### src/hdl/ftpp_pkg.sv
`timescale 1ns / 1ps
`default_nettype none

package ftpp_pkg;

    // Frame bytes
    localparam logic [7:0] SYNC_A     = 8'h55;
    localparam logic [7:0] SYNC_B     = 8'hAA;
    localparam logic [7:0] TARGET_CMD = 8'h01;

    // Target record: detected byte, x, y, width, height (big-endian)
    localparam int         TGT_BYTES      = 9;
    localparam logic [7:0] TARGET_MIN_LEN = 8'(TGT_BYTES);

    // Payload buffer depth, default for the top-level parameter
    localparam int BUF_BYTES_DEF = 32;

    // Configuration port
    localparam int          ADDR_W          = 3;
    localparam int          DATA_W          = 32;
    localparam logic [0:0]  REG_GAP_TIMEOUT = 1'b0;
    localparam logic [15:0] GAP_TIMEOUT_RST = 16'd10;

    typedef struct packed {
        logic               frame_done;
        logic [7:0]         frame_cmd;
        logic [7:0]         target_detected;
        logic signed [15:0] target_x;
        logic signed [15:0] target_y;
        logic [15:0]        target_width;
        logic [15:0]        target_height;
    } t_result;

endpackage

`default_nettype wire

### src/hdl/ftpp_cfg.sv
`timescale 1ns / 1ps
`default_nettype none

module ftpp_cfg (
    input  wire logic                        i_clk,
    input  wire logic                        i_rst_n,
    input  wire logic                        psel,
    input  wire logic                        penable,
    input  wire logic                        pwrite,
    input  wire logic [ftpp_pkg::ADDR_W-1:0] paddr,
    input  wire logic [ftpp_pkg::DATA_W-1:0] pwdata,
    output logic      [ftpp_pkg::DATA_W-1:0] prdata,
    output logic                             pready,
    output logic      [15:0]                 o_gap_timeout
);

    logic [15:0] r_gap_timeout;
    logic        wr_en;
    logic [0:0]  reg_idx;

    assign pready  = 1'b1;
    assign reg_idx = paddr[ftpp_pkg::ADDR_W-1:2];
    assign wr_en   = psel && penable && pwrite && pready;

    always_ff @(posedge i_clk) begin
        if (!i_rst_n) begin
            r_gap_timeout <= ftpp_pkg::GAP_TIMEOUT_RST;
        end else if (wr_en && (reg_idx == ftpp_pkg::REG_GAP_TIMEOUT)) begin
            r_gap_timeout <= pwdata[15:0];
        end
    end

    always_comb begin
        prdata = '0;
        if (reg_idx == ftpp_pkg::REG_GAP_TIMEOUT) begin
            prdata = {{(ftpp_pkg::DATA_W-16){1'b0}}, r_gap_timeout};
        end
    end

    assign o_gap_timeout = r_gap_timeout;

endmodule

`default_nettype wire

### src/hdl/ftpp_core.sv
`timescale 1ns / 1ps
`default_nettype none

module ftpp_core #(
    parameter int BUF_BYTES = ftpp_pkg::BUF_BYTES_DEF
) (
    input  wire logic              i_clk,
    input  wire logic              i_rst_n,
    input  wire logic              i_step,
    input  wire logic [7:0]        i_rx_byte,
    input  wire logic [31:0]       i_now_ms,
    input  wire logic [15:0]       i_gap_timeout,
    output ftpp_pkg::t_result      o_result
);

    localparam logic [2:0] PH_HDR1 = 3'd0;
    localparam logic [2:0] PH_HDR2 = 3'd1;
    localparam logic [2:0] PH_CMD  = 3'd2;
    localparam logic [2:0] PH_LEN  = 3'd3;
    localparam logic [2:0] PH_DATA = 3'd4;
    localparam logic [2:0] PH_SUM  = 3'd5;

    localparam logic [7:0] BUF_LIM = 8'(BUF_BYTES);
    localparam int         NB      = ftpp_pkg::TGT_BYTES;

    logic [2:0]         r_phase, n_phase;
    logic [7:0]         r_cmd, n_cmd;
    logic [7:0]         r_len, n_len;
    logic [7:0]         r_cnt, n_cnt;
    logic [7:0]         r_sum, n_sum;
    logic [31:0]        r_last_time;
    logic [7:0]         r_det, n_det;
    logic [15:0]        r_x, n_x;
    logic [15:0]        r_y, n_y;
    logic [15:0]        r_w, n_w;
    logic [15:0]        r_h, n_h;
    logic [7:0]         r_cap [NB];
    logic [NB-1:0]      cap_we;
    logic [31:0]        gap;
    logic [2:0]         ph;
    logic               done;

    // Drop the frame when the gap since the last byte is too long
    assign gap = i_now_ms - r_last_time;

    always_comb begin
        n_phase = r_phase;
        n_cmd   = r_cmd;
        n_len   = r_len;
        n_cnt   = r_cnt;
        n_sum   = r_sum;
        n_det   = r_det;
        n_x     = r_x;
        n_y     = r_y;
        n_w     = r_w;
        n_h     = r_h;
        done    = 1'b0;
        cap_we  = '0;

        if ((r_phase != PH_HDR1) && (gap > {16'd0, i_gap_timeout})) begin
            ph = PH_HDR1;
        end else begin
            ph = r_phase;
        end

        case (ph)
            PH_HDR1: begin
                n_phase = PH_HDR1;
                if (i_rx_byte == ftpp_pkg::SYNC_A) begin
                    n_phase = PH_HDR2;
                    n_sum   = i_rx_byte;
                end
            end
            PH_HDR2: begin
                if (i_rx_byte == ftpp_pkg::SYNC_B) begin
                    n_phase = PH_CMD;
                    n_sum   = r_sum + i_rx_byte;
                end else begin
                    n_phase = PH_HDR1;
                end
            end
            PH_CMD: begin
                n_cmd   = i_rx_byte;
                n_sum   = r_sum + i_rx_byte;
                n_phase = PH_LEN;
            end
            PH_LEN: begin
                n_len = i_rx_byte;
                if (i_rx_byte > BUF_LIM) begin
                    n_phase = PH_HDR1;
                end else begin
                    n_sum   = r_sum + i_rx_byte;
                    n_cnt   = 8'd0;
                    n_phase = (i_rx_byte == 8'd0) ? PH_SUM : PH_DATA;
                end
            end
            PH_DATA: begin
                for (int k = 0; k < NB; k++) begin
                    cap_we[k] = (r_cnt == 8'(k));
                end
                n_cnt = r_cnt + 8'd1;
                n_sum = r_sum + i_rx_byte;
                if (n_cnt >= r_len) begin
                    n_phase = PH_SUM;
                end
            end
            PH_SUM: begin
                if (r_sum == i_rx_byte) begin
                    if ((r_cmd == ftpp_pkg::TARGET_CMD) &&
                        (r_len >= ftpp_pkg::TARGET_MIN_LEN)) begin
                        n_det = r_cap[0];
                        n_x   = {r_cap[1], r_cap[2]};
                        n_y   = {r_cap[3], r_cap[4]};
                        n_w   = {r_cap[5], r_cap[6]};
                        n_h   = {r_cap[7], r_cap[8]};
                    end
                    done = 1'b1;
                end
                n_phase = PH_HDR1;
            end
            default: begin
                n_phase = PH_HDR1;
            end
        endcase
    end

    always_ff @(posedge i_clk) begin
        if (!i_rst_n) begin
            r_phase     <= PH_HDR1;
            r_cmd       <= '0;
            r_len       <= '0;
            r_cnt       <= '0;
            r_sum       <= '0;
            r_last_time <= '0;
            r_det       <= '0;
            r_x         <= '0;
            r_y         <= '0;
            r_w         <= '0;
            r_h         <= '0;
        end else if (i_step) begin
            r_phase     <= n_phase;
            r_cmd       <= n_cmd;
            r_len       <= n_len;
            r_cnt       <= n_cnt;
            r_sum       <= n_sum;
            r_last_time <= i_now_ms;
            r_det       <= n_det;
            r_x         <= n_x;
            r_y         <= n_y;
            r_w         <= n_w;
            r_h         <= n_h;
        end
    end

    // Only the first payload bytes are ever read back: keep those
    always_ff @(posedge i_clk) begin
        for (int k = 0; k < NB; k++) begin
            if (i_step && cap_we[k]) begin
                r_cap[k] <= i_rx_byte;
            end
        end
    end

    assign o_result.frame_done      = done;
    assign o_result.frame_cmd       = n_cmd;
    assign o_result.target_detected = n_det;
    assign o_result.target_x        = n_x;
    assign o_result.target_y        = n_y;
    assign o_result.target_width    = n_w;
    assign o_result.target_height   = n_h;

endmodule

`default_nettype wire

### src/hdl/framed_target_packet_parser_unit.sv
// Channel   | Direction | Handshake                   | Payload
// ----------+-----------+-----------------------------+------------------------------------
// byte in   | in        | i_in_valid / o_in_ready     | i_rx_byte, i_now_ms
// result    | out       | o_out_valid / i_out_ready   | o_frame_done, o_frame_cmd, o_target_*
// config    | in/out    | APB: psel, penable, pwrite  | paddr, pwdata, prdata, pready
//
// One byte request per cycle sustained while the result side does not stall; a byte
// passes the input register, then the parse logic into the result register, and
// its result is held there until the consumer takes it.
// Reset is synchronous, active low; it returns the parser to the header hunt and
// clears the latched target and gap_timeout to 10 ms.
// A stalled result holds the result register; the input register then holds one
// more byte, and o_in_ready drops only when both are full.
`timescale 1ns / 1ps
`default_nettype none

module framed_target_packet_parser_unit #(
    parameter int BUF_BYTES = ftpp_pkg::BUF_BYTES_DEF
) (
    input  wire logic                        i_clk,
    input  wire logic                        i_rst_n,
    // byte in
    input  wire logic                        i_in_valid,
    output logic                             o_in_ready,
    input  wire logic [7:0]                  i_rx_byte,
    input  wire logic [31:0]                 i_now_ms,
    // result
    output logic                             o_out_valid,
    input  wire logic                        i_out_ready,
    output logic                             o_frame_done,
    output logic      [7:0]                  o_frame_cmd,
    output logic      [7:0]                  o_target_detected,
    output logic signed [15:0]               o_target_x,
    output logic signed [15:0]               o_target_y,
    output logic      [15:0]                 o_target_width,
    output logic      [15:0]                 o_target_height,
    // configuration
    input  wire logic                        psel,
    input  wire logic                        penable,
    input  wire logic                        pwrite,
    input  wire logic [ftpp_pkg::ADDR_W-1:0] paddr,
    input  wire logic [ftpp_pkg::DATA_W-1:0] pwdata,
    output logic      [ftpp_pkg::DATA_W-1:0] prdata,
    output logic                             pready
);

    logic               r_in_valid;
    logic [7:0]         r_rx_byte;
    logic [31:0]        r_now_ms;
    logic               r_out_valid;
    ftpp_pkg::t_result  r_out;
    ftpp_pkg::t_result  core_result;
    logic [15:0]        gap_timeout;
    logic               advance;
    logic               in_take;

    // Move the held byte into the result register when that slot is free
    assign advance    = r_in_valid && (!r_out_valid || i_out_ready);
    assign o_in_ready = !r_in_valid || advance;
    assign in_take    = i_in_valid && o_in_ready;

    ftpp_cfg u_cfg (
        .i_clk         (i_clk),
        .i_rst_n       (i_rst_n),
        .psel          (psel),
        .penable       (penable),
        .pwrite        (pwrite),
        .paddr         (paddr),
        .pwdata        (pwdata),
        .prdata        (prdata),
        .pready        (pready),
        .o_gap_timeout (gap_timeout)
    );

    ftpp_core #(
        .BUF_BYTES (BUF_BYTES)
    ) u_core (
        .i_clk         (i_clk),
        .i_rst_n       (i_rst_n),
        .i_step        (advance),
        .i_rx_byte     (r_rx_byte),
        .i_now_ms      (r_now_ms),
        .i_gap_timeout (gap_timeout),
        .o_result      (core_result)
    );

    // Input register: hold a byte until the parser takes it
    always_ff @(posedge i_clk) begin
        if (!i_rst_n) begin
            r_in_valid <= 1'b0;
        end else if (in_take) begin
            r_in_valid <= 1'b1;
        end else if (advance) begin
            r_in_valid <= 1'b0;
        end
    end

    always_ff @(posedge i_clk) begin
        if (in_take) begin
            r_rx_byte <= i_rx_byte;
            r_now_ms  <= i_now_ms;
        end
    end

    // Result register: hold until the consumer takes it
    always_ff @(posedge i_clk) begin
        if (!i_rst_n) begin
            r_out_valid <= 1'b0;
        end else if (advance) begin
            r_out_valid <= 1'b1;
        end else if (i_out_ready) begin
            r_out_valid <= 1'b0;
        end
    end

    always_ff @(posedge i_clk) begin
        if (advance) begin
            r_out <= core_result;
        end
    end

    assign o_out_valid       = r_out_valid;
    assign o_frame_done      = r_out.frame_done;
    assign o_frame_cmd       = r_out.frame_cmd;
    assign o_target_detected = r_out.target_detected;
    assign o_target_x        = r_out.target_x;
    assign o_target_y        = r_out.target_y;
    assign o_target_width    = r_out.target_width;
    assign o_target_height   = r_out.target_height;

endmodule

`default_nettype wire

### config.mk
export PLATFORM = sky130hd
export DESIGN_NAME = framed_target_packet_parser_unit
export DESIGN_NICKNAME = d
export VERILOG_FILES = /design/src/hdl/ftpp_pkg.sv /design/src/hdl/ftpp_cfg.sv /design/src/hdl/ftpp_core.sv /design/src/hdl/framed_target_packet_parser_unit.sv
export SDC_FILE = /design/constraint.sdc
export NUM_CORES = 1
export LEC_CHECK = 0
export ABC_CLOCK_PERIOD_IN_PS = 17400
export BUFFER_PORTS_ARGS = -buffer_cell sky130_fd_sc_hd__buf_2
export CORE_MARGIN = 2
export CORE_UTILIZATION = 34
export CTS_BUF_LIST = sky130_fd_sc_hd__clkbuf_8
export CTS_CLUSTER_DIAMETER = 40
export DETAILED_ROUTE_END_ITERATION = 8
export GPL_TIMING_DRIVEN = 0
export PLACE_DENSITY = 0.59
export SLEW_MARGIN = 20
export SYNTH_ARGS = -nofsm -noshare
export SYNTH_HDL_FRONTEND = slang
export SYNTH_SLANG_ARGS = --single-unit
### constraint.sdc
create_clock -name i_clk -period 17.4 [get_ports i_clk]
set_input_delay 1.74 -clock i_clk [delete_from_list [all_inputs] [get_ports i_clk]]
set_output_delay 1.74 -clock i_clk [all_outputs]
set_load 0.02 [all_outputs]
==> results.yml <==
worst_setup_path:
  path_class: "reg -> reg"
  required_ps: 17640
  crit_arrival_ps: 6670
  cp-end-kind: "flop"
  rrSetupSlack_ps: 10970
  startpoint_type: "flop"
  cp_max_fo: 10
yosys:
  synth_area_leader_cell: "edfxtp_1"
  synth.avg_cell_area_sq_um: 10.41
  synth-edff-count: 193
  synth_cells: 1572
  async_flop_share_pct: 0
  syn_area_sq_um: 16360
  synth_common_cells: "nand2_1 (292), edfxtp_1 (193), a21oi_1 (174), dfxtp_1 (157), nor2_1 (89)"
  ys.flop_type: "edfxtp_1"
  ys_ff_latch: 350
  yosysWarnings: 0
  netlist-cell-type-count: 81
  yosys.area.top_type_share_pct: 35.42
  ys_top_cells_by_area: "edfxtp_1 (35%), dfxtp_1 (19%), nand2_1 (6.7%), mux2_2 (5.9%), a21oi_1 (5.3%)"
  yosysMostFrequentCell: "nand2_1"
  synth-seq-area-share_pct: 54.63
clock_tree:
  clk_pin_slew_ps: 60
  cts_tree: "built"
  ctsHoldBuffers: 0
  clock_path_buffers: 3
  clock_tree.root_cell: "clkbuf_8"
  clock_latency_ps: 620
  post_cts_buffers: 0
  numClockSinks: 350
  htreeDepth: 3
  post_cts_resize_count: 0
  cts_buffers: 66
routing:
  route.vias.total: 12120
  drt_wl_total_um: 40460
  firstDrtPassIters: 6
  drt_iter0_markers: 758
  antenna_left: 0
  wire_per_inst_um: 16.27
  viasPerCell: 4.873
  remaining_drc_errors: 0
power:
  switchingPower_w: 0.0004885
  swShare_pct: 25.47
  sequentialPowerShare_pct: 47.3
  power.share.combinational_pct: 9.9
  ir_worst_vdd_mv: 0.04633
  power.total_w: 0.001918
  power_density_nw_per_um2: 98.65
  clkPwrFrac_pct: 42.8
  power_leakage_nw: 7.305
  p_int_w: 0.001430
global_route:
  grt_max_degree: 47
  track_usage_pct: 16.08
  antenna_found_initial: 0
  grt_pass1_wl_um: 63260
  grt_overflow: 0
  grt_pass1_vias: 11920
sta:
  drv_slew: 0
  hold_violations: 0
  maxSlewHeadroom_pct: 36.44
  post-route-min-period_ps: 6434
  fmax_mhz: 155.4
  layout_worst_path_cycle_share_pct: 36.98
  fin_ws_ps: 10970
  setup_viol: 0
  worst_pin_slew_ps: 953.5
  grt_setup_unrepaired: "no"
  tns_ps: 0
  finClkSkew_ps: 33.06
worst_hold_path:
  hp-class: "reg -> reg"
place:
  place_congestion: 0.8608
  io_buffers: 161
  dp_hpwl_um: 28860
  pre_cts_ws_ps: 10660
floorplanning:
  initial_core_util_pct: 34.34
  die_h_um: 223.4
  coreArea_sq_um: 47650
  die_area_sq_um: 49900
  io_pins: 198
  die_x_um: 223.4
  num_rows: 80
layout:
  area_growth_pct: 18.83
  antenna_cells: 0
  nNetsFinal: 1969
  drive_gt1_share_pct: 22.22
status:
  status: "finished, final reports clean"
job:
  maxCapViolations: 0
[worst paths after layout]
path                               start                             to  depth (start not counted)
min          u_core.r_y[15]$_SDFFE_PN0P_    u_core.r_y[15]$_SDFFE_PN0P_                          2
max reg2reg        r_now_ms[0]$_DFFE_PP_  u_core.r_cap[0][12]$_DFFE_PP_                         21
min reg2reg  u_core.r_y[15]$_SDFFE_PN0P_    u_core.r_y[15]$_SDFFE_PN0P_                          2
max                r_now_ms[0]$_DFFE_PP_  u_core.r_cap[0][12]$_DFFE_PP_                         21
[cells by family (layout without fill, tap and decap cells)]
| logic type | after synthesis | after routing | share of synthesized area, % |
|---|---|---|---|
| adders and majority gates | 68 | 68 | 5.291 |
| xor gates and xnor gates | 25 | 25 | 1.338 |
| and+or+nand+nor | 527 | 527 | 14.75 |
| other | 2 | 17 | 0.04590 |
| muxes | 111 | 111 | 7.448 |
| buffers and inverters | 175 | 460 | 4.703 |
| AOI/OAI and AO/OA | 314 | 314 | 11.80 |
| DFF | 350 | 350 | 54.63 |
[area by class of cell]
cell class	count	area, sq um
buffer	95	473.0
clock buffer	74	1018
clock inverter	47	356.6
fill	4668	28200
inverter	80	300.3
multi-input combinational	1062	6734
sequential	350	8939
tap	615	769.5
timing repair buffer	164	853.3
[power groups by stage]
stage                     Combinational (W)  Clock (W)  Sequential [W]
final                              0.000189   0.000821        0.000908
after global routing               0.000209   0.000889        0.000910
after CTS                          0.000190   0.000852        0.000908
after detailed placement           0.000189          0        0.000926
after global placement             0.000185          0        0.000927
after floorplan                    0.000121          0        0.000931
[cells in the final DEF, fill, tap and decap left out, types with 22 or more instances in the layout]
cell type  count
a21oi_1      174
ha_1          66
clkbuf_1      56
clkbuf_8      74
buf_2        176
edfxtp_1     193
o21ai_0       33
mux2_2        86
nor2_1        89
dfxtp_1      157
inv_1         99
buf_4         22
nand2_1      292
mux2i_1       25
nand4_1       25
[flip-flops by register name (all words and copies together), names as in the netlist, 16 cells and up]
name	cells
u_core.r_cap	72
r_now_ms	32
u_core.r_last_time	32
o_target_height	16
o_target_width	16
o_target_x	16
o_target_y	16
u_cfg.o_gap_timeout	16
u_core.r_h	16
u_core.r_w	16
u_core.r_x	16
u_core.r_y	16
[metal layers]
| metal | wire [um] | vias to the layer above | GRT usage (%) | share of wire (%) |
|---|---|---|---|---|
| met5 | 0 | - | 0 | 0 |
| met4 | 850 | 0 | 5.075 | 2.1 |
| met3 | 1717 | 62 | 3.424 | 4.2 |
| met2 | 20070 | 285 | 27.98 | 50 |
| met1 | 17810 | 5715 | 19.90 | 44 |
| li1 | - | 6056 | - | - |
[stage by stage]
step | cells | utilization (%) | instance area (sq um) | hold slack (ps)
floorplan | 1587 | - | 16420 | 428.4
global placement | 2363 | 37.77 | 17990 | 433.7
detailed placement | 2366 | 37.91 | 18060 | 439.5
CTS | 2487 | 40.80 | 19440 | 447.9
global route | 2487 | 40.81 | 19440 | 466.5
finish | 2487 | 40.81 | 19440 | 447.9
[worst max-delay path, stage by stage (launching register included)]
cell and delay (ps):
edfxtp_1 420, inv_1 80, ha_1 250, fa_1 400, nand2b_1 170, a21o_1 240
a2111oi_2 550, nor3_1 130, xnor2_1 160, ha_1 320, nand4_1 160, nor3_1 320
nand4_1 170, o31a_1 190, or4_4 560, nor4_4 200, nand3_2 170, buf_4 240
nor3_2 230, buf_4 220, nand3_1 180, nor3b_2 700
Power figures use the tool's default switching activity.
